`src/rtl/ple_pkg.sv`:
```
`timescale 1ns / 1ps

package ple_pkg;

    // One classified request from the front part to the back part.
    // add: the four neighbour weights of the centre cell count.
    // last: the final request of a grid; the energy follows it.
    typedef struct packed {
        logic       add;
        logic       last;
        logic [2:0] centre;
        logic [2:0] below;
        logic [2:0] above;
        logic [2:0] left;
        logic [2:0] right;
    } req_t;

    // cos(2*pi*d/Q) in signed Q1.14, row Q, column d
    localparam logic signed [15:0] COS_ROM [9][8] = '{
        '{16'sd0, 16'sd0, 16'sd0, 16'sd0, 16'sd0, 16'sd0, 16'sd0, 16'sd0},
        '{16'sd0, 16'sd0, 16'sd0, 16'sd0, 16'sd0, 16'sd0, 16'sd0, 16'sd0},
        '{16'sd16384, -16'sd16384, 16'sd0, 16'sd0, 16'sd0, 16'sd0, 16'sd0, 16'sd0},
        '{16'sd16384, -16'sd8192, -16'sd8192, 16'sd0, 16'sd0, 16'sd0, 16'sd0, 16'sd0},
        '{16'sd16384, 16'sd0, -16'sd16384, 16'sd0, 16'sd0, 16'sd0, 16'sd0, 16'sd0},
        '{16'sd16384, 16'sd5063, -16'sd13255, -16'sd13255, 16'sd5063,
          16'sd0, 16'sd0, 16'sd0},
        '{16'sd16384, 16'sd8192, -16'sd8192, -16'sd16384, -16'sd8192,
          16'sd8192, 16'sd0, 16'sd0},
        '{16'sd16384, 16'sd10215, -16'sd3646, -16'sd14761, -16'sd14761,
          -16'sd3646, 16'sd10215, 16'sd0},
        '{16'sd16384, 16'sd11585, 16'sd0, -16'sd11585, -16'sd16384,
          -16'sd11585, 16'sd0, 16'sd11585}
    };

    // Reduce a spin modulo q by repeated subtraction (at most three steps).
    function automatic logic [2:0] spin_mod(input logic [2:0] v, input int q);
        logic [3:0] t;
        t = {1'b0, v};
        for (int i = 0; i < 4; i++) begin
            if (t >= 4'(q)) begin
                t = t - 4'(q);
            end
        end
        return t[2:0];
    endfunction

    // Coupling weight of spins a and b: table entry at (a-b) mod q.
    function automatic logic signed [15:0] cos_weight(input logic [2:0] a,
                                                      input logic [2:0] b,
                                                      input int q);
        logic [2:0] am;
        logic [2:0] bm;
        logic [3:0] d;
        am = spin_mod(a, q);
        bm = spin_mod(b, q);
        if (am >= bm) begin
            d = {1'b0, am} - {1'b0, bm};
        end else begin
            d = {1'b0, am} + 4'(q) - {1'b0, bm};
        end
        return COS_ROM[q][d[2:0]];
    endfunction

endpackage

```
`src/rtl/ple_front.sv`:
```
`timescale 1ns / 1ps

module ple_front #(
    parameter int MAX_COLS = 64,
    parameter int MAX_ROWS = 64
) (
    input  logic          clk,
    input  logic          rst_n,
    input  logic          in_valid,
    output logic          in_ready,
    input  logic [2:0]    spin,
    input  logic [6:0]    row_count,
    input  logic [6:0]    col_count,
    output logic          req_valid,
    input  logic          req_ready,
    output ple_pkg::req_t req
);

    localparam int CA = $clog2(MAX_COLS);
    localparam int CW = $clog2(MAX_COLS + 1);
    localparam int RA = $clog2(MAX_ROWS);
    localparam int RW = $clog2(MAX_ROWS + 1);

    logic [CA-1:0] col_pos_reg;
    logic [CA-1:0] col_pos_next;
    logic [RA-1:0] row_pos_reg;
    logic [RA-1:0] row_pos_next;
    logic [CW-1:0] cols_eff;
    logic [RW-1:0] rows_eff;
    logic [CW:0]   c_plus1;
    logic [CW:0]   c_plus2;
    logic [RW-1:0] r_plus1;
    logic          col_end;
    logic          row_end;
    logic          interior;
    logic          accept;
    logic          advance;

    // lookup stage: one item with the line store entry of its column
    logic          s1_valid_reg;
    logic [2:0]    s1_spin_reg;
    logic [CA-1:0] s1_col_reg;
    logic          s1_last_reg;
    logic          s1_int_reg;
    logic [5:0]    rd_reg;          // {upper, middle} before this item's write

    // the previous item (centre candidate) and the one before it
    logic          h_int_reg;
    logic [2:0]    h_mid_reg;
    logic [2:0]    h_up_reg;
    logic [2:0]    h_spin_reg;
    logic [2:0]    h_mid2_reg;

    logic [5:0]    line_mem [MAX_COLS];

    always_comb
    begin
        int cols_i;
        int rows_i;
        cols_i = int'(col_count);
        rows_i = int'(row_count);
        if (cols_i < 3) cols_i = 3;
        if (cols_i > MAX_COLS) cols_i = MAX_COLS;
        if (rows_i < 3) rows_i = 3;
        if (rows_i > MAX_ROWS) rows_i = MAX_ROWS;
        cols_eff = CW'(cols_i);
        rows_eff = RW'(rows_i);
    end

    assign c_plus1  = (CW+1)'(col_pos_reg) + (CW+1)'(1);
    assign c_plus2  = (CW+1)'(col_pos_reg) + (CW+1)'(2);
    assign r_plus1  = RW'(row_pos_reg) + RW'(1);
    assign col_end  = c_plus1 >= (CW+1)'(cols_eff);
    assign row_end  = r_plus1 >= rows_eff;
    assign interior = (row_pos_reg >= RA'(2)) && (col_pos_reg != '0)
                      && (c_plus2 <= (CW+1)'(cols_eff));

    always_comb
    begin
        if (col_end) begin
            col_pos_next = '0;
            row_pos_next = row_end ? '0 : RA'(r_plus1);
        end else begin
            col_pos_next = CA'(c_plus1);
            row_pos_next = row_pos_reg;
        end
    end

    assign in_ready = !s1_valid_reg || req_ready;
    assign accept   = in_valid && in_ready;
    assign advance  = s1_valid_reg && req_ready;

    always_ff @(posedge clk or negedge rst_n)
    begin
        if (!rst_n) begin
            col_pos_reg  <= '0;
            row_pos_reg  <= '0;
            s1_valid_reg <= 1'b0;
            h_int_reg    <= 1'b0;
        end else begin
            if (accept) begin
                col_pos_reg <= col_pos_next;
                row_pos_reg <= row_pos_next;
            end
            if (accept) begin
                s1_valid_reg <= 1'b1;
            end else if (advance) begin
                s1_valid_reg <= 1'b0;
            end
            if (advance) begin
                h_int_reg <= s1_int_reg;
            end
        end
    end

    // Line store: read at acceptance, write back {old middle, spin} while
    // the item sits in the lookup stage. The same column comes round again
    // only three or more items later.
    always_ff @(posedge clk)
    begin
        if (accept) begin
            rd_reg      <= line_mem[col_pos_reg];
            s1_spin_reg <= spin;
            s1_col_reg  <= col_pos_reg;
            s1_last_reg <= col_end && row_end;
            s1_int_reg  <= interior;
        end
        if (s1_valid_reg) begin
            line_mem[s1_col_reg] <= {rd_reg[2:0], s1_spin_reg};
        end
        if (advance) begin
            h_mid_reg  <= rd_reg[2:0];
            h_up_reg   <= rd_reg[5:3];
            h_spin_reg <= s1_spin_reg;
            h_mid2_reg <= h_mid_reg;
        end
    end

    // The centre is the previous item's column; its right neighbour is the
    // middle entry read for this item.
    assign req_valid  = s1_valid_reg;
    assign req.add    = h_int_reg;
    assign req.last   = s1_last_reg;
    assign req.centre = h_mid_reg;
    assign req.below  = h_spin_reg;
    assign req.above  = h_up_reg;
    assign req.left   = h_mid2_reg;
    assign req.right  = rd_reg[2:0];

endmodule

```
`src/rtl/ple_queue.sv`:
```
`timescale 1ns / 1ps

module ple_queue (
    input  logic          clk,
    input  logic          rst_n,
    input  logic          wr_valid,
    output logic          wr_ready,
    input  ple_pkg::req_t wr_data,
    output logic          rd_valid,
    input  logic          rd_ready,
    output ple_pkg::req_t rd_data
);

    localparam int DEPTH = 4;
    localparam int AW    = $clog2(DEPTH);

    ple_pkg::req_t slot_reg [DEPTH];
    logic [AW-1:0] wr_ptr_reg;
    logic [AW-1:0] rd_ptr_reg;
    logic [AW:0]   count_reg;
    logic          push;
    logic          pop;

    assign wr_ready = count_reg != (AW+1)'(DEPTH);
    assign rd_valid = count_reg != '0;
    assign push     = wr_valid && wr_ready;
    assign pop      = rd_valid && rd_ready;
    assign rd_data  = slot_reg[rd_ptr_reg];

    always_ff @(posedge clk or negedge rst_n)
    begin
        if (!rst_n) begin
            wr_ptr_reg <= '0;
            rd_ptr_reg <= '0;
            count_reg  <= '0;
        end else begin
            if (push) begin
                wr_ptr_reg <= (wr_ptr_reg == AW'(DEPTH - 1)) ? '0 : wr_ptr_reg + AW'(1);
            end
            if (pop) begin
                rd_ptr_reg <= (rd_ptr_reg == AW'(DEPTH - 1)) ? '0 : rd_ptr_reg + AW'(1);
            end
            if (push && !pop) begin
                count_reg <= count_reg + (AW+1)'(1);
            end else if (pop && !push) begin
                count_reg <= count_reg - (AW+1)'(1);
            end
        end
    end

    always_ff @(posedge clk)
    begin
        if (push) begin
            slot_reg[wr_ptr_reg] <= wr_data;
        end
    end

endmodule

```
`src/rtl/ple_back.sv`:
```
`timescale 1ns / 1ps

module ple_back #(
    parameter int NUM_STATES = 2
) (
    input  logic               clk,
    input  logic               rst_n,
    input  logic               req_valid,
    output logic               req_ready,
    input  ple_pkg::req_t      req,
    input  logic signed [15:0] coupling,
    output logic               out_valid,
    input  logic               out_ready,
    output logic signed [47:0] energy
);

    logic signed [17:0] sum_next;

    logic               b1_valid_reg;
    logic               b1_last_reg;
    logic signed [17:0] b1_sum_reg;
    logic signed [30:0] acc_reg;
    logic               t_valid_reg;
    logic signed [30:0] tot_reg;
    logic               m_valid_reg;
    logic signed [46:0] prod_reg;
    logic               e_valid_reg;
    logic signed [47:0] energy_reg;

    logic e_free;
    logic m_free;
    logic t_free;
    logic acc_adv;
    logic b1_free;
    logic pop;

    always_comb
    begin
        sum_next = 18'(ple_pkg::cos_weight(req.centre, req.below, NUM_STATES))
                 + 18'(ple_pkg::cos_weight(req.centre, req.above, NUM_STATES))
                 + 18'(ple_pkg::cos_weight(req.centre, req.left, NUM_STATES))
                 + 18'(ple_pkg::cos_weight(req.centre, req.right, NUM_STATES));
        if (!req.add) begin
            sum_next = '0;
        end
    end

    // only the final request of a grid moves past the accumulator
    assign e_free    = !e_valid_reg || out_ready;
    assign m_free    = !m_valid_reg || e_free;
    assign t_free    = !t_valid_reg || m_free;
    assign acc_adv   = b1_valid_reg && (!b1_last_reg || t_free);
    assign b1_free   = !b1_valid_reg || acc_adv;
    assign req_ready = b1_free;
    assign pop       = req_valid && b1_free;

    always_ff @(posedge clk or negedge rst_n)
    begin
        if (!rst_n) begin
            b1_valid_reg <= 1'b0;
            acc_reg      <= '0;
            t_valid_reg  <= 1'b0;
            m_valid_reg  <= 1'b0;
            e_valid_reg  <= 1'b0;
        end else begin
            if (b1_free) begin
                b1_valid_reg <= req_valid;
            end
            if (acc_adv) begin
                acc_reg <= b1_last_reg ? '0 : acc_reg + 31'(b1_sum_reg);
            end
            if (t_free) begin
                t_valid_reg <= acc_adv && b1_last_reg;
            end
            if (m_free) begin
                m_valid_reg <= t_valid_reg;
            end
            if (e_free) begin
                e_valid_reg <= m_valid_reg;
            end
        end
    end

    always_ff @(posedge clk)
    begin
        if (pop) begin
            b1_last_reg <= req.last;
            b1_sum_reg  <= sum_next;
        end
        if (t_free && acc_adv && b1_last_reg) begin
            tot_reg <= acc_reg + 31'(b1_sum_reg);
        end
        if (m_free && t_valid_reg) begin
            prod_reg <= tot_reg * coupling;
        end
        // halve toward minus infinity; the product always fits 48 bits
        if (e_free && m_valid_reg) begin
            energy_reg <= {{2{prod_reg[46]}}, prod_reg[46:1]};
        end
    end

    assign out_valid = e_valid_reg;
    assign energy    = energy_reg;

endmodule

```
`src/rtl/potts_lattice_energy.sv`:
```
// Potts lattice energy: one spin per ready cycle, one energy per padded grid.
// Energy path: lookup stage, queue, request, total, product, energy registers.
// Throughput: one spin per cycle unless the queue fills; the line store takes
// one read and one write each cycle, at different columns.
// Reset (rst_n low, asynchronous): counters, queue and valid flags clear and
// the registers return to 18 rows, 18 columns and J = 1.0; line store is not
// cleared, since no entry's value is used before it is written.
`timescale 1ns / 1ps

module potts_lattice_energy #(
    parameter int NUM_STATES = 2,
    parameter int MAX_COLS   = 64,
    parameter int MAX_ROWS   = 64
) (
    input  logic               clk,
    input  logic               rst_n,
    input  logic               cfg_wen,
    input  logic [1:0]         cfg_index,
    input  logic [15:0]        cfg_data,
    input  logic               in_valid,
    output logic               in_ready,
    input  logic [2:0]         spin,
    output logic               out_valid,
    input  logic               out_ready,
    output logic signed [47:0] energy
);

    // register indexes of the configuration port
    localparam logic [1:0] REG_ROW_COUNT = 2'd0;
    localparam logic [1:0] REG_COL_COUNT = 2'd1;
    localparam logic [1:0] REG_COUPLING  = 2'd2;

    logic [6:0]         row_count_reg;
    logic [6:0]         col_count_reg;
    logic signed [15:0] coupling_reg;

    logic               req_valid;
    logic               req_ready;
    ple_pkg::req_t      req;
    logic               q_valid;
    logic               q_ready;
    ple_pkg::req_t      q_data;

    // Configuration is taken whenever the write enable is high; an index
    // outside the register list is dropped.
    always_ff @(posedge clk or negedge rst_n)
    begin
        if (!rst_n) begin
            row_count_reg <= 7'd18;
            col_count_reg <= 7'd18;
            coupling_reg  <= 16'sd256;
        end else if (cfg_wen) begin
            unique case (cfg_index)
                REG_ROW_COUNT: row_count_reg <= cfg_data[6:0];
                REG_COL_COUNT: col_count_reg <= cfg_data[6:0];
                REG_COUPLING:  coupling_reg  <= cfg_data;
                default: ;
            endcase
        end
    end

    // Front: track the grid position, look up the two stored rows and
    // classify each spin into a request that names one centre cell.
    ple_front #(
        .MAX_COLS (MAX_COLS),
        .MAX_ROWS (MAX_ROWS)
    ) u_front (
        .clk       (clk),
        .rst_n     (rst_n),
        .in_valid  (in_valid),
        .in_ready  (in_ready),
        .spin      (spin),
        .row_count (row_count_reg),
        .col_count (col_count_reg),
        .req_valid (req_valid),
        .req_ready (req_ready),
        .req       (req)
    );

    // Short queue: lets the front keep taking spins while the back waits
    // for the output to be taken.
    ple_queue u_queue (
        .clk      (clk),
        .rst_n    (rst_n),
        .wr_valid (req_valid),
        .wr_ready (req_ready),
        .wr_data  (req),
        .rd_valid (q_valid),
        .rd_ready (q_ready),
        .rd_data  (q_data)
    );

    // Back: weight lookup, accumulation, scaling by J/2 and the output
    // register.
    ple_back #(
        .NUM_STATES (NUM_STATES)
    ) u_back (
        .clk       (clk),
        .rst_n     (rst_n),
        .req_valid (q_valid),
        .req_ready (q_ready),
        .req       (q_data),
        .coupling  (coupling_reg),
        .out_valid (out_valid),
        .out_ready (out_ready),
        .energy    (energy)
    );

endmodule

```
`config.mk`:
```
export PLATFORM = sky130hd
export DESIGN_NAME = potts_lattice_energy
export DESIGN_NICKNAME = d
export VERILOG_FILES = /design/src/rtl/ple_pkg.sv /design/src/rtl/ple_front.sv /design/src/rtl/ple_queue.sv /design/src/rtl/ple_back.sv /design/src/rtl/potts_lattice_energy.sv
export SDC_FILE = /design/constraint.sdc
export NUM_CORES = 1
export LEC_CHECK = 0
export BUFFER_PORTS_ARGS = -buffer_cell sky130_fd_sc_hd__buf_2
export CAP_MARGIN = 30
export CELL_PAD_IN_SITES_DETAIL_PLACEMENT = 1
export CELL_PAD_IN_SITES_GLOBAL_PLACEMENT = 1
export CORE_UTILIZATION = 30
export CTS_BUF_LIST = sky130_fd_sc_hd__clkbuf_16
export DETAILED_ROUTE_END_ITERATION = 7
export PLACE_DENSITY = 0.46
export SYNTH_ARGS = -nofsm -noshare
export SYNTH_HDL_FRONTEND = slang
export SYNTH_HIERARCHICAL = 1
export SYNTH_SLANG_ARGS = --single-unit
```
`constraint.sdc`:
```
create_clock -name clk -period 11.2 [get_ports clk]
set_input_delay 1.12 -clock clk [delete_from_list [all_inputs] [get_ports clk]]
set_output_delay 1.12 -clock clk [all_outputs]
set_load 0.03 [all_outputs]
```
Yosys cells after proc, flatten, opt, wreduce, memory -nomap -nowiden
Memories as Yosys holds them, arrays and structs flattened. A register that Yosys moved wholly into a read port is not among the register bits.
Index checks and enable logic that the tools add are counted.
{"block": "totals", "ff_bits": 252, "ram_bits": 452, "mem_bits_ro": 512, "inputBits": 26, "out_inout_bits": 50, "wordCells": 207, "n_memories": 6}
{"memory": "u_front.line_mem", "words": 64, "word_bits": 6, "read_ports": 1, "rd_clocked_by_memory_dff": 1, "write_ports": 1, "line_no": "ple_front.sv:54", "source": "logic [5:0] line_mem [MAX_COLS];"}
{"memory": "(name not given)", "words": 8, "word_bits": 16, "read_ports": 1, "rd_clocked_by_memory_dff": 0, "write_ports": 0, "line_no": "ple_pkg.sv:61", "source": "return COS_ROM[q][d[2:0]];"}
{"memory": "(name not given)", "words": 8, "word_bits": 16, "read_ports": 1, "rd_clocked_by_memory_dff": 0, "write_ports": 0, "line_no": "ple_pkg.sv:61"}
{"memory": "(name not given)", "words": 8, "word_bits": 16, "read_ports": 1, "rd_clocked_by_memory_dff": 0, "write_ports": 0, "line_no": "ple_pkg.sv:61"}
{"memory": "(name not given)", "words": 8, "word_bits": 16, "read_ports": 1, "rd_clocked_by_memory_dff": 0, "write_ports": 0, "line_no": "ple_pkg.sv:61"}
{"memory": "u_queue.slot_reg", "words": 4, "word_bits": 17, "read_ports": 1, "rd_clocked_by_memory_dff": 0, "write_ports": 1, "line_no": "ple_queue.sv:17", "source": "ple_pkg::req_t slot_reg [DEPTH];"}
{"block": "classes", "addsub": 41, "n_mul": 1, "order_cmp": 36, "eq_ne": 5, "muxes": 49, "bitwise": 4, "reduce_logical": 37}
{"op": "$mux W16", "count": 8}
{"op": "$ge A4 B2 Y1 const B", "count": 15}
{"op": "$mux W4", "count": 15}
{"op": "$mul A31 B16 Y47", "count": 1}
{"op": "$sub A4 B2 Y4 const B", "count": 10}
{"op": "$mux W3", "count": 11}
{"op": "$add A31 B18 Y31", "count": 1}
{"op": "$add A31 B31 Y31", "count": 1}
{"op": "$mux W31", "count": 1}
{"op": "$mux W7", "count": 4}
{"op": "$sub A3 B3 Y3", "count": 8}
{"op": "$sub A3 B2 Y4 const B", "count": 5}
{"op": "$add A17 B16 Y18", "count": 1}
{"op": "$add A18 B16 Y18", "count": 1}
{"op": "$add A16 B16 Y17", "count": 1}
{"op": "$ge A4 B4 Y1 const B", "count": 4}
{"op": "$not A3 Y4", "count": 4}
{"op": "$ge A3 B2 Y1 const B", "count": 5}
{"op": "$sub A3 B2 Y3 const B", "count": 5}
{"op": "$add A6 B1 Y7 const B", "count": 2}
{"op": "$gt A7 B7 Y1 const B", "count": 2}
{"op": "$logic_and A1 B1 Y1", "count": 14}
{"op": "$lt A7 B2 Y1 const B", "count": 2}
{"op": "$ge A3 B3 Y1", "count": 4}
{"op": "other kinds (22)", "count": 48}

Longest topological paths before layout
Gate-level depths: netlist of run 1.
An unclocked memory read counts as a cell.
{"block": "depth", "word_depth": 19, "mapped_depth": 33, "mapped_depth_nobuf": 31}

Cells and area by module
The synthesis of run 1 kept the hierarchy.
{"mod": "ple_back", "n_inst": 1, "cells_each": 1955, "area_each_um2": 20098.0, "seq_area_each_um2": 3828.7}
{"mod": "ple_front", "n_inst": 1, "cells_each": 894, "area_each_um2": 17138.9, "seq_area_each_um2": 12752.2}
{"mod": "ple_queue", "n_inst": 1, "cells_each": 126, "area_each_um2": 2936.6, "seq_area_each_um2": 2217.1}
{"mod": "potts_lattice_energy", "n_inst": 1, "cells_each": 64, "area_each_um2": 1158.6, "seq_area_each_um2": 757.0}

Least setup slack after synthesis of run 1
OpenSTA, ideal clock, no wires.
{"block": "synth_path", "path_kind": "register to register", "startpoint": "register coupling_reg[8]", "endpoint": "register u_back.prod_reg[39], data pin", "setup_ps": 266, "arrival_ps": 6253, "t_required_ps": 10934, "slack_ps": 4681, "stages_incl_launch_ff": 23, "path_buffers": 2, "synth_period_minus_slack_ps": 6519, "cell_sequence": "dfstp_2 -> clkbuf_1 -> clkbuf_1 -> nand2_1 -> fa_1 -> fa_1 -> inv_1 -> fa_1 -> fa_1 -> fa_1 -> inv_1 -> fa_1 -> inv_1 -> ha_1 -> a21o_1 -> a21o_1 -> a21oi_1 -> nor2_1 -> a211oi_1 -> o31ai_4 -> a221oi_2 -> o21ai_1 -> xor2_1"}
{"block": "synth_between", "elab_chain_len": 1}
{"item": "start: declaration", "line_no": "potts_lattice_energy.sv:35", "source": "logic signed [15:0] coupling_reg;"}
{"item": "start signal: assignment", "line_no": "potts_lattice_energy.sv:56", "source": "REG_COUPLING: coupling_reg <= cfg_data;"}
{"item": "$mul A31 B16 Y47", "line_no": "ple_back.sv:94", "source": "prod_reg <= tot_reg * coupling;"}
{"item": "end signal: assignment", "line_no": "ple_back.sv:94"}
{"item": "end: declaration", "line_no": "ple_back.sv:26", "source": "logic signed [46:0] prod_reg;"}
Every way passes these cells.
A chain may end at the register's enable or synchronous reset.

Worst setup path after layout of run 1
{"block": "layout_path", "startpoint": "register coupling_reg[1]", "endpoint": "register u_back.prod_reg[46], data pin"}
Same word-level chain as after synthesis.

==> out/metrics.yaml, run 1 <==
outcome: "finished, final reports clean"
die-area_sq_um: 139000
core_sq_um: 136000
fp.dieH_um: 373
clk_latency_ns: 0.68
grt_max_degree: 66
ys.flop_type: "edfxtp_1"
rsz0062_at_grt: "no"
grt_pass1_wl_mm: 165
syn_inst: 3039
synth_top_cell_by_area: "edfxtp_1"
ff2ff_setup_slack_ns: 3.88
drv_cap: 0
synth-edff-count: 591
tritoncts: "done"
hpwl_mm: 79.1
numCtsBuffers: 76
tightestPinTransition_ns: 1.04
place.port_buffers: 73
cp_common_cell: "fa_1"
post_cts_buffers: 0
ys_ff_latch: 663
fin_crit_sh_pct: 65.4
arrival_ns: 7.71
drt_pre_antenna_iters: 5
final_layout_size_suffix_gt1_share_pct: 12.2
worstReg2RegStart: "coupling_reg[1]$_DFFE_PN0P_"
postRouteAntennaNets: 0
cp_cell_sequence: "nand2_1 -> inv_1 -> fa_1 -> fa_1 -> inv_1 -> fa_1 -> fa_1 -> fa_1 -> fa_1 -> inv_1 -> ha_1 -> a21oi_1 -> o2111ai_1 -> a311oi_1 -> nor4_1 -> nor2_1 -> nor2_1 -> or3_1"
synthTopCellsByArea: "edfxtp_1 43%, fa_1 19%, ha_1 5.9%"
synth_area_sq_um: 41300
path_delay_family: "adder cells"
die_width_um: 373
setup_viol: 0
pre_cts_ws_ns: 3.80
clockRootBuffer: "clkbuf_16"
layout_setup_ws_ns: 3.88
cp-start-kind: "register"
antenna_found_initial: 0
synth_top_area_share_pct: 42.9
async_flop_share_pct: 10.9
layout_common_cells: "591 x edfxtp_1, 443 x inv_1, 385 x fa_1, 267 x nand2_1, 195 x ha_1"
cp.required_ns: 11.59
synth-warning-count: 6
ioPinCount: 76
cp-end-kind: "register"
critPathMaxFanout: 18
cts_resized: 0
cts.clk_slew.worst_paths_ns: 0.06
critPathBufInv: 3
hold_buffers: 0
period_needed_ns: 7.32
area_delta_synth_final_pct: 12.9
r2r_cells: 18
synth.avg_cell_area_sq_um: 13.6
synth.distinct_cells: 94
core.rowCount: 135
clk_path_buf_depth: 3
gp_congestion: 0.779
drt-wirelength-per-cell_um: 20.9
cpPeakStageDelay_ns: 0.93
finalHoldViolCount: 0
finalWirelength_mm: 106
initial_core_util_pct: 30.4
largest_reg_flops: 384
num-nets-final: 3822
route.detailed.drc: 0
via_per_inst: 4.64
cts_sinks: 663
r2r-end: "u_back/prod_reg[46]$_DFFE_PP_"
cts.htree.levels: 3
drv_slew: 0
hp-class: "in -> async"
grtUsageTotal_pct: 15.5
fin_skew_ns: 0.0485
dr_total_vias: 23400
ys_seq_area_share_pct: 47.3
grt_pass1_vias: 27000
final_common_cell: "edfxtp_1"
worst_path_max_delay_cell: "fa_1"
clock.fmax_ghz: 0.137
grt.overflow.total: 0
fin_tns_setup_ns: 0
drt_iter0_markers: 921
relSlewSlack_pct: 30.8
worstSetupPathType: "reg -> reg"
per-layer routing:
| metal | global-route usage [%] | wire [um] |
|---|---|---|
| met1 | 20.0 | 47500 |
| met2 | 27.1 | 52900 |
| met4 | 4.65 | 2690 |
| met3 | 1.93 | 2850 |
| met5 | 0 | 0 |
cell families (layout without fill, tap and decap cells):
| logic type | after synthesis | in the layout | synth area share [%] |
|---|---|---|---|
| and+or+nand+nor | 690 | 690 | 8.10 |
| DFF | 663 | 663 | 47.3 |
| adders and majority gates | 581 | 581 | 24.6 |
| buffers and inverters | 542 | 666 | 5.26 |
| AOI/OAI and AO/OA | 318 | 318 | 5.49 |
| muxes | 150 | 150 | 7.24 |
| xor gates and xnor gates | 93 | 93 | 2.00 |
| other | 2 | 115 | 0.0182 |
worst max-delay path by stage:
| stage | start | end | slack [ns] | cells after the start |
|---|---|---|---|---|
| global placement | coupling_reg[1]$_DFFE_PN0P_ | u_back/prod_reg[46]$_DFFE_PP_ | 3.96 | 18 |
| floorplan | coupling_reg[8]$_DFFE_PN1P_ | u_back/prod_reg[39]$_DFFE_PP_ | 4.68 | 22 |
| finish | coupling_reg[1]$_DFFE_PN0P_ | u_back/prod_reg[46]$_DFFE_PP_ | 3.88 | 18 |
| CTS | coupling_reg[1]$_DFFE_PN0P_ | u_back/prod_reg[46]$_DFFE_PP_ | 3.77 | 18 |
| global route | coupling_reg[2]$_DFFE_PN0P_ | u_back/prod_reg[46]$_DFFE_PP_ | 3.37 | 18 |
| detailed placement | coupling_reg[1]$_DFFE_PN0P_ | u_back/prod_reg[46]$_DFFE_PP_ | 3.80 | 18 |
worst reg2reg max path, delay by kind of cell, from the launching register on:
kind / cells / cell delay [ns]
fa+ha+maj: 7 / 3.96
compound gates: 3 / 0.87
simple gates: 5 / 1.01
buf+inv: 3 / 0.42
flops: 1 / 0.79
metrics by stage:
stage	hold slack [ns]	util [%]	instance area (sq um)	instances
3_5_place_dp	0.406	32.4	44100	4917
2_1_floorplan	0.400	-	41700	3150
5_1_grt	0.354	34.3	46600	5055
3_3_place_gp	0.405	32.3	44000	4912
6_report	0.366	34.3	46700	5057
4_1_cts	0.322	34.2	46600	5053
Yosys cell counts (8+ instances only):
| library cell | instances |
|---|---|
| a21o_1 | 32 |
| a21oi_1 | 68 |
| a221oi_1 | 12 |
| a22o_1 | 25 |
| a22oi_1 | 31 |
| a31oi_1 | 8 |
| and2_1 | 114 |
| buf_2 | 11 |
| buf_4 | 12 |
| clkbuf_1 | 79 |
| dfrtp_1 | 67 |
| edfxtp_1 | 591 |
| fa_1 | 385 |
| ha_1 | 195 |
| inv_1 | 426 |
| mux2_2 | 36 |
| mux4_1 | 9 |
| mux4_2 | 104 |
| nand2_1 | 267 |
| nand2b_1 | 40 |
| nand3_1 | 28 |
| nand4_1 | 12 |
| nor2_1 | 135 |
| nor2b_1 | 23 |
| nor3_1 | 18 |
| o21a_1 | 10 |
| o21ai_0 | 47 |
| o21bai_1 | 10 |
| xnor2_1 | 59 |
| xor2_1 | 33 |
layout make-up:
type / instances / area, sq um
Clock inverter: 60 / 623
Clock buffer: 76 / 1900
Fill cell: 14400 / 89500
Timing Repair Buffer: 102 / 683
Multi-Input combinational cell: 1945 / 20000
Tap cell: 1781 / 2230
Inverter: 428 / 1610
Sequential cell: 663 / 19600
Antenna cell: 2 / 5.00
Power of run 1 is left out: the tool's default activity adds up to more than one toggle a clock period on the data nets, which glitch-free logic cannot reach.
==> inputs of run 2 (changes only) <==
--- a/config.mk
+++ b/config.mk
@@ -5,6 +5,7 @@
 export SDC_FILE = /design/constraint.sdc
 export NUM_CORES = 1
 export LEC_CHECK = 0
+export ABC_AREA = 1
 export BUFFER_PORTS_ARGS = -buffer_cell sky130_fd_sc_hd__buf_2
 export CAP_MARGIN = 30
 export CELL_PAD_IN_SITES_DETAIL_PLACEMENT = 1
@@ -12,7 +13,7 @@
 export CORE_UTILIZATION = 30
 export CTS_BUF_LIST = sky130_fd_sc_hd__clkbuf_16
 export DETAILED_ROUTE_END_ITERATION = 7
-export PLACE_DENSITY = 0.46
+export PLACE_DENSITY = 0.49
 export SYNTH_ARGS = -nofsm -noshare
 export SYNTH_HDL_FRONTEND = slang
 export SYNTH_HIERARCHICAL = 1
==> constraint.sdc (replaced) <==
create_clock -name clk -period 7.35 [get_ports clk]
set_input_delay 0.735 -clock clk [delete_from_list [all_inputs] [get_ports clk]]
set_output_delay 0.735 -clock clk [all_outputs]
set_load 0.03 [all_outputs]
==> run 2 against run 1 <==
  * Critical path depth is the same
  * Clock-buffer cell count grew 7
  * Core utilization shrank 0.086 points
  * Highest routed layer unchanged
==> out/metrics.yaml, run 2 <==
fin_skew_ns: 0.0759  # was 0.0485 ns
hold_end: "u_front/s1_spin_reg[2]$_DFFE_PP_"
cp-start-kind: "register"  # unchanged
cts.clk_slew.worst_paths_ns: 0.06  # about the same
synthTopCellsByArea: "edfxtp_1 39%, fa_1 17%, nand2_1 12%"  # was edfxtp_1 43%, fa_1 19%, ha_1 5.9%
place.port_buffers: 73  # unchanged
min_from: "spin[2]"
core_sq_um: 149000  # was 136000 sq um
final_cells: 7045  # was 5057
period_needed_ns: 6.69  # was 7.32 ns
antenna_found_initial: 3  # was 0
cpPeakStageDelay_ns: 0.73  # was 0.93 ns
clk_path_buf_depth: 3  # unchanged
core.rowCount: 141  # was 135
cts.htree.levels: 3  # unchanged
synth-warning-count: 6  # unchanged
final_layout_size_suffix_gt1_share_pct: 6.74  # was 12.2%
grt.overflow.total: 0  # unchanged
drt_iter0_markers: 1543  # was 921
postRouteAntennaNets: 0  # unchanged
outcome: "finished, final reports clean"  # unchanged
dr_total_vias: 31000  # was 23400
grtUsageTotal_pct: 17.4  # was 15.5%
ys_ff_latch: 663  # unchanged
finalWirelength_mm: 129  # was 106 mm
grt_max_degree: 68  # was 66
synth_common_cells: "1384 x nand2_1, 997 x inv_1, 591 x edfxtp_1"  # was 591 x edfxtp_1, 426 x inv_1, 385 x fa_1
layout_common_cells: "1384 x nand2_1, 1011 x inv_1, 591 x edfxtp_1, 385 x fa_1, 293 x nor2_1"  # was 591 x edfxtp_1, 443 x inv_1, 385 x fa_1, 267 x nand2_1, 195 x ha_1
synth.avg_cell_area_sq_um: 9.37  # was 13.6 sq um
synth.distinct_cells: 59  # was 94
synth_area_sq_um: 45100  # was 41300 sq um
gp_congestion: 0.833  # was 0.779
relSlewSlack_pct: 34.4  # was 30.8%
via_per_inst: 4.40  # was 4.64
finalHoldViolCount: 0  # unchanged
r2r_cells: 18  # unchanged
drv_cap: 0  # unchanged
largest_reg_flops: 384  # unchanged
initial_core_util_pct: 30.4  # about the same
setup_viol: 0  # unchanged
clockRootBuffer: "clkbuf_16"  # unchanged
die-area_sq_um: 152000  # was 139000 sq um
hp-class: "in -> reg"  # was in -> async
drv_slew: 0  # unchanged
final_area_sq_um: 50800  # was 46700 sq um
synth-edff-count: 591  # unchanged
cp.required_ns: 7.76  # was 11.59 ns
area_delta_synth_final_pct: 12.6  # was 12.9%
drt-wirelength-per-cell_um: 18.3  # was 20.9 um
tritoncts: "done"  # unchanged
critPathBufInv: 4  # was 3
postPlaceCellArea_sq_um: 48000  # was 44100 sq um
drt_pre_antenna_iters: 5  # unchanged
clock.fmax_ghz: 0.149  # was 0.137 GHz
ys_seq_area_share_pct: 43.4  # was 47.3%
die_width_um: 390  # was 373 um
nFillCells: 17100  # was 14400
worstSetupPathType: "reg -> reg"  # unchanged
fin_crit_sh_pct: 91.0  # was 65.4%
synth_top_area_share_pct: 39.4  # was 42.9%
cp_cell_sequence: "nand2_1 -> inv_1 -> fa_1 -> fa_1 -> fa_1 -> fa_1 -> fa_1 -> inv_1 -> fa_1 -> inv_1 -> ha_1 -> nand2_1 -> nor2_1 -> inv_1 -> nor4_1 -> o21ai_0 -> nand3_1 -> xor2_1"  # was nand2_1 -> inv_1 -> fa_1 -> fa_1 -> inv_1 -> fa_1 -> fa_1 -> fa_1 -> fa_1 -> inv_1 -> ha_1 -> a21oi_1 -> o2111ai_1 -> a311oi_1 -> nor4_1 -> nor2_1 -> nor2_1 -> or3_1
holdWs_ns: 0.203  # was 0.366 ns
fp.dieH_um: 390  # was 373 um
synth_top_cell_by_area: "edfxtp_1"  # unchanged
cts_sinks: 663  # unchanged
numCtsBuffers: 83  # was 76
route.detailed.drc: 0  # unchanged
cp-end-kind: "register"  # unchanged
ff2ff_setup_slack_ns: 0.66  # was 3.88 ns
final_common_cell: "nand2_1"  # was edfxtp_1
ioPinCount: 76  # unchanged
place_inst: 6889  # was 4917
num-nets-final: 5580  # was 3822
worst_path_max_delay_cell: "edfxtp_1"  # was fa_1
synth.most_common_cell: "nand2_1"  # was edfxtp_1
tightestPinTransition_ns: 0.976  # was 1.04 ns
clk_latency_ns: 0.72  # was 0.68 ns
r2r-end: "u_back/prod_reg[39]$_DFFE_PP_"  # was u_back/prod_reg[46]$_DFFE_PP_
worstReg2RegStart: "u_back/tot_reg[30]$_DFFE_PP_"  # was coupling_reg[1]$_DFFE_PN0P_
rsz0062_at_grt: "no"  # unchanged
fin_tns_setup_ns: 0  # unchanged
syn_inst: 4812  # was 3039
path_delay_family: "adder cells"  # unchanged
hold_depth: 1
grt_pass1_vias: 33500  # was 27000
critPathMaxFanout: 16  # was 18
arrival_ns: 7.11  # was 7.71 ns
grt_pass1_wl_mm: 202  # was 165 mm
hpwl_mm: 94.1  # was 79.1 mm
cp_common_cell: "fa_1"  # unchanged
async_flop_share_pct: 10.9  # unchanged
ys.flop_type: "edfxtp_1"  # unchanged
## run 2: cell types whose count changed after synthesis, sizes merged, moves of 107 or more
| cell | before | now |
|---|---|---|
| inv | 428 | 1008 |
| nor2 | 137 | 304 |
| mux4 | 113 | 0 |
| nand2 | 268 | 1413 |
| and2 | 114 | 7 |
| nand3 | 28 | 246 |
## run 2: through the flow
stage / setup WS, ns / util [%]
after global placement: 0.592 / 32.3
final: 0.658 / 34.2
after CTS: 0.546 / 34.2
after floorplan: 1.44 / -
after global routing: 0.166 / 34.2
after detailed placement: 0.612 / 32.3
## run 2: worst max-delay path by stage
stage                                  from                            end  slack (ns)  depth (start not counted)
2_1_floorplan  u_back/tot_reg[30]$_DFFE_PP_  u_back/prod_reg[46]$_DFFE_PP_        1.44                         20
3_3_place_gp   u_back/tot_reg[30]$_DFFE_PP_  u_back/prod_reg[39]$_DFFE_PP_        0.59                         18
3_5_place_dp   u_back/tot_reg[30]$_DFFE_PP_  u_back/prod_reg[39]$_DFFE_PP_        0.61                         18
4_1_cts        u_back/tot_reg[30]$_DFFE_PP_  u_back/prod_reg[39]$_DFFE_PP_        0.55                         18
5_1_grt        u_back/tot_reg[30]$_DFFE_PP_  u_back/prod_reg[39]$_DFFE_PP_        0.17                         18
6_report       u_back/tot_reg[30]$_DFFE_PP_  u_back/prod_reg[39]$_DFFE_PP_        0.66                         18
## run 2: final cells by class
class	instances	area (sq um)	area share, %
sequential	663	19600	38.5
antenna	1	2.50	0.00493
clock buffer	83	2080	4.09
inverter	1011	3810	7.51
multi-input combinational	3084	21300	41.9
clock inverter	70	683	1.35
tap	2002	2500	4.93
timing repair buffer	131	846	1.67
## run 2: worst reg2reg max path, stage by stage (launching register included)
cell	delay (ns)
edfxtp_1	0.73
nand2_1	0.20
inv_1	0.17
fa_1	0.61
fa_1	0.68
fa_1	0.62
fa_1	0.45
fa_1	0.54
inv_1	0.05
fa_1	0.52
inv_1	0.04
ha_1	0.41
nand2_1	0.13
nor2_1	0.14
inv_1	0.10
nor4_1	0.55
o21ai_0	0.21
nand3_1	0.16
xor2_1	0.08
## run 2: kinds of logic (layout without fill, tap and decap cells)
kind of cell | count (synthesis) | count (layout) | share of synthesized area [%]
compound gates | 257 | 257 | 3.41
flops | 663 | 663 | 43.4
xor+xnor | 75 | 75 | 1.46
buf+inv | 1176 | 1295 | 10.5
other cells | 2 | 114 | 0.0167
mux | 1 | 1 | 0.0222
fa+ha+maj | 580 | 580 | 22.5
simple gates | 2058 | 2058 | 18.7
## run 2: layer usage
metal / global-route usage [%] / vias to the layer above / share of wire (%)
met5: 0 / - / 0
met4: 3.83 / 0 / 1.9
met3: 2.39 / 120 / 3.4
met2: 27.7 / 374 / 45
met1: 25.1 / 15500 / 50
li1: - / 15000 / -
## run 2: repair_timing
action	4_1_cts	5_1_grt
endpoints found under the hold margin	22	0
setup buffers	0	0
resized for setup	0	0
hold buffers	1	0
Power of run 2 is left out for the same reason.
==> inputs of run 3 (changes only) <==
--- a/config.mk
+++ b/config.mk
@@ -8,12 +8,10 @@
 export ABC_AREA = 1
 export BUFFER_PORTS_ARGS = -buffer_cell sky130_fd_sc_hd__buf_2
 export CAP_MARGIN = 30
-export CELL_PAD_IN_SITES_DETAIL_PLACEMENT = 1
-export CELL_PAD_IN_SITES_GLOBAL_PLACEMENT = 1
 export CORE_UTILIZATION = 30
 export CTS_BUF_LIST = sky130_fd_sc_hd__clkbuf_16
 export DETAILED_ROUTE_END_ITERATION = 7
-export PLACE_DENSITY = 0.49
+export PLACE_DENSITY = 0.4
 export SYNTH_ARGS = -nofsm -noshare
 export SYNTH_HDL_FRONTEND = slang
 export SYNTH_HIERARCHICAL = 1
==> run 3 against run 2 <==
  * Final cell count decreased by 0.18%
  * Cell area shrank 0.35%
  * First-iteration DRC count is 8.3% higher
  * Flip-flop and latch count unchanged
  * Clock-buffer cell count shrank 2
  * Global-route usage down 1.1 points
  * Critical path depth increased by 1
  * Die area is the same
  * Sequential share of layout area rose by 0.13 points
  * Register-to-register slack improved by 0.02 ns
  * Worst setup slack better by 0.019 ns
  * Maximum frequency rose by 0.29%
  * Critical path type unchanged
  * Highest routed layer unchanged
==> out/metrics.yaml, run 3 (same netlist as run 2, synthesis figures left out) <==
finalWirelength_mm: 121  # was 129 mm
post-route-util_pct: 34.1  # was 34.2%
final_cells: 7032  # was 7045
die-area_sq_um: 152000  # unchanged
cpPeakStageDelay_ns: 0.55  # was 0.73 ns
core.rowCount: 141  # unchanged
postRouteAntennaNets: 0  # unchanged
drt-wirelength-per-cell_um: 17.2  # was 18.3 um
rsz0062_at_grt: "no"  # unchanged
wl_met1_mm: 61.0  # was 64.2 mm
core_sq_um: 149000  # unchanged
fin_tns_setup_ns: 0  # unchanged
outcome: "finished, final reports clean"  # unchanged
grt.overflow.total: 0  # unchanged
drt_iter0_markers: 1671  # was 1543
hp-class: "in -> async"  # was in -> reg
num-nets-final: 5572  # was 5580
cp-end-kind: "register"  # unchanged
via_per_inst: 4.38  # was 4.40
wl_met3_mm: 5.06  # was 4.37 mm
initial_core_util_pct: 30.4  # unchanged
relSlewSlack_pct: 33.5  # was 34.4%
num_antenna_cells: 0  # was 1
tightestPinTransition_ns: 0.994  # was 0.976 ns
cp.depth: 19  # was 18
clk_latency_ns: 0.73  # was 0.72 ns
grt_pass1_wl_mm: 190  # was 202 mm
cp_common_cell: "fa_1"  # unchanged
critPathMaxFanout: 18  # was 16
drv_slew: 0  # unchanged
gp_congestion: 0.860  # was 0.833
final_layout_size_suffix_gt1_share_pct: 6.40  # was 6.74%
numCtsBuffers: 81  # was 83
place.port_buffers: 73  # unchanged
finalHoldViolCount: 0  # unchanged
arrival_ns: 7.10  # was 7.11 ns
critical_path.startpoint: "coupling_reg[15]$_DFFE_PN0P_"  # was u_back/tot_reg[30]$_DFFE_PP_
drt_pre_antenna_iters: 5  # unchanged
hpwl_mm: 86.3  # was 94.1 mm
hold_buffers: 0  # was 1
cp.required_ns: 7.78  # was 7.76 ns
area_delta_synth_final_pct: 12.2  # was 12.6%
worstReg2RegStart: "coupling_reg[15]$_DFFE_PN0P_"  # was u_back/tot_reg[30]$_DFFE_PP_
cts_resized: 0  # unchanged
r2r_cells: 19  # was 18
route.detailed.drc: 0  # unchanged
fin_crit_sh_pct: 90.8  # was 91.0%
clk_path_buf_depth: 3  # unchanged
ioPinCount: 76  # unchanged
clockRootBuffer: "clkbuf_16"  # unchanged
wl_met2_mm: 53.1  # was 57.7 mm
worst_path_max_delay_cell: "fa_1"  # was edfxtp_1
fin_skew_ns: 0.0760  # was 0.0759 ns
cp-start-kind: "register"  # unchanged
clock.fmax_ghz: 0.150  # was 0.149 GHz
fp.dieH_um: 390  # unchanged
crit_end: "u_back/prod_reg[37]$_DFFE_PP_"  # was u_back/prod_reg[39]$_DFFE_PP_
top_layer_used: "met4"  # unchanged
largest_reg_flops: 384  # unchanged
layout_common_cells: "1384 x nand2_1, 1018 x inv_1, 591 x edfxtp_1, 385 x fa_1, 292 x nor2_1"  # was 1384 x nand2_1, 1011 x inv_1, 591 x edfxtp_1, 385 x fa_1, 293 x nor2_1
setup_viol: 0  # unchanged
tritoncts: "done"  # unchanged
period_needed_ns: 6.67  # was 6.69 ns
dr_total_vias: 30800  # was 31000
place_inst: 6885  # was 6889
critPathBufInv: 5  # was 4
cts_sinks: 663  # unchanged
grt_max_degree: 73  # was 68
worstSetupPathType: "reg -> reg"  # unchanged
grt_pass1_vias: 31800  # was 33500
ff2ff_setup_slack_ns: 0.68  # was 0.66 ns
cts.htree.levels: 3  # unchanged
path_delay_family: "adder cells"  # unchanged
grtUsageTotal_pct: 16.3  # was 17.4%
final_area_sq_um: 50600  # was 50800 sq um
antenna_found_initial: 3  # unchanged
r2r-end: "u_back/prod_reg[37]$_DFFE_PP_"  # was u_back/prod_reg[39]$_DFFE_PP_
drv_cap: 0  # unchanged
cp_cell_sequence: "inv_1 -> or2_2 -> fa_1 -> inv_1 -> fa_1 -> fa_1 -> inv_1 -> fa_1 -> fa_1 -> fa_1 -> inv_1 -> ha_1 -> a21oi_1 -> inv_1 -> a31oi_1 -> o21ai_0 -> a21oi_1 -> nand3_1 -> xor2_1"  # was nand2_1 -> inv_1 -> fa_1 -> fa_1 -> fa_1 -> fa_1 -> fa_1 -> inv_1 -> fa_1 -> inv_1 -> ha_1 -> nand2_1 -> nor2_1 -> inv_1 -> nor4_1 -> o21ai_0 -> nand3_1 -> xor2_1
postPlaceCellArea_sq_um: 47900  # was 48000 sq um
post_cts_buffers: 0  # unchanged
final_common_cell: "nand2_1"  # unchanged
die_width_um: 390  # unchanged
cts.clk_slew.worst_paths_ns: 0.06  # about the same
[run 3: changes by cell type in the layout (fill, tap and decap cells not counted), moves of 2 or more]
cell | previous run | this run
clkinv_1 | 24 | 22
bufinv_16 | 9 | 7
inv_1 | 1011 | 1018
nor4_1 | 7 | 10
buf_4 | 54 | 51
nor4_2 | 6 | 3
clkinv_2 | 12 | 5
buf_6 | 2 | 0
clkinv_16 | 4 | 6
clkbuf_16 | 83 | 81
[run 3: metrics by stage]
stage | hold slack, ns | setup slack [ns]
after floorplan | 0.400 | 1.44
after global placement | 0.402 | 0.621
after detailed placement | 0.405 | 0.636
after CTS | 0.0309 | 0.671
after global routing | 0.0883 | 0.240
final | 0.0771 | 0.677
[run 3: how the worst min path moves through the flow]
stage,start,end,slack (ns),cells past startpoint
6_report,rst_n,u_back/t_valid_reg$_DFFE_PN0P_,0.08,1
5_1_grt,rst_n,u_back/t_valid_reg$_DFFE_PN0P_,0.09,1
4_1_cts,rst_n,u_back/m_valid_reg$_DFFE_PN0P_,0.03,1
3_5_place_dp,u_back/prod_reg[42]$_DFFE_PP_,u_back/energy[41]$_DFFE_PP_,0.40,0
3_3_place_gp,u_front/rd_reg[4]$_DFFE_PP_,u_front/h_up_reg[1]$_DFFE_PP_,0.40,0
2_1_floorplan,u_back/prod_reg[11]$_DFFE_PP_,u_back/energy[10]$_DFFE_PP_,0.40,0
[run 3: cell type report]
cell class	count	area, sq um
fillers	15400	97900
multi-input cells	3084	21300
flip-flops and latches	663	19600
inverters	1011	3810
well taps	2002	2500
clock buffers	81	2030
repair buffers	125	778
clock inverters	66	643
[run 3: per-layer routing]
| layer | vias to the layer above | global-route usage (%) |
|---|---|---|
| li1 | 15000 | - |
| met1 | 15200 | 24.0 |
| met2 | 512 | 25.2 |
| met3 | 120 | 2.30 |
| met4 | 0 | 3.87 |
| met5 | - | 0 |
Power of run 3 is left out for the same reason.
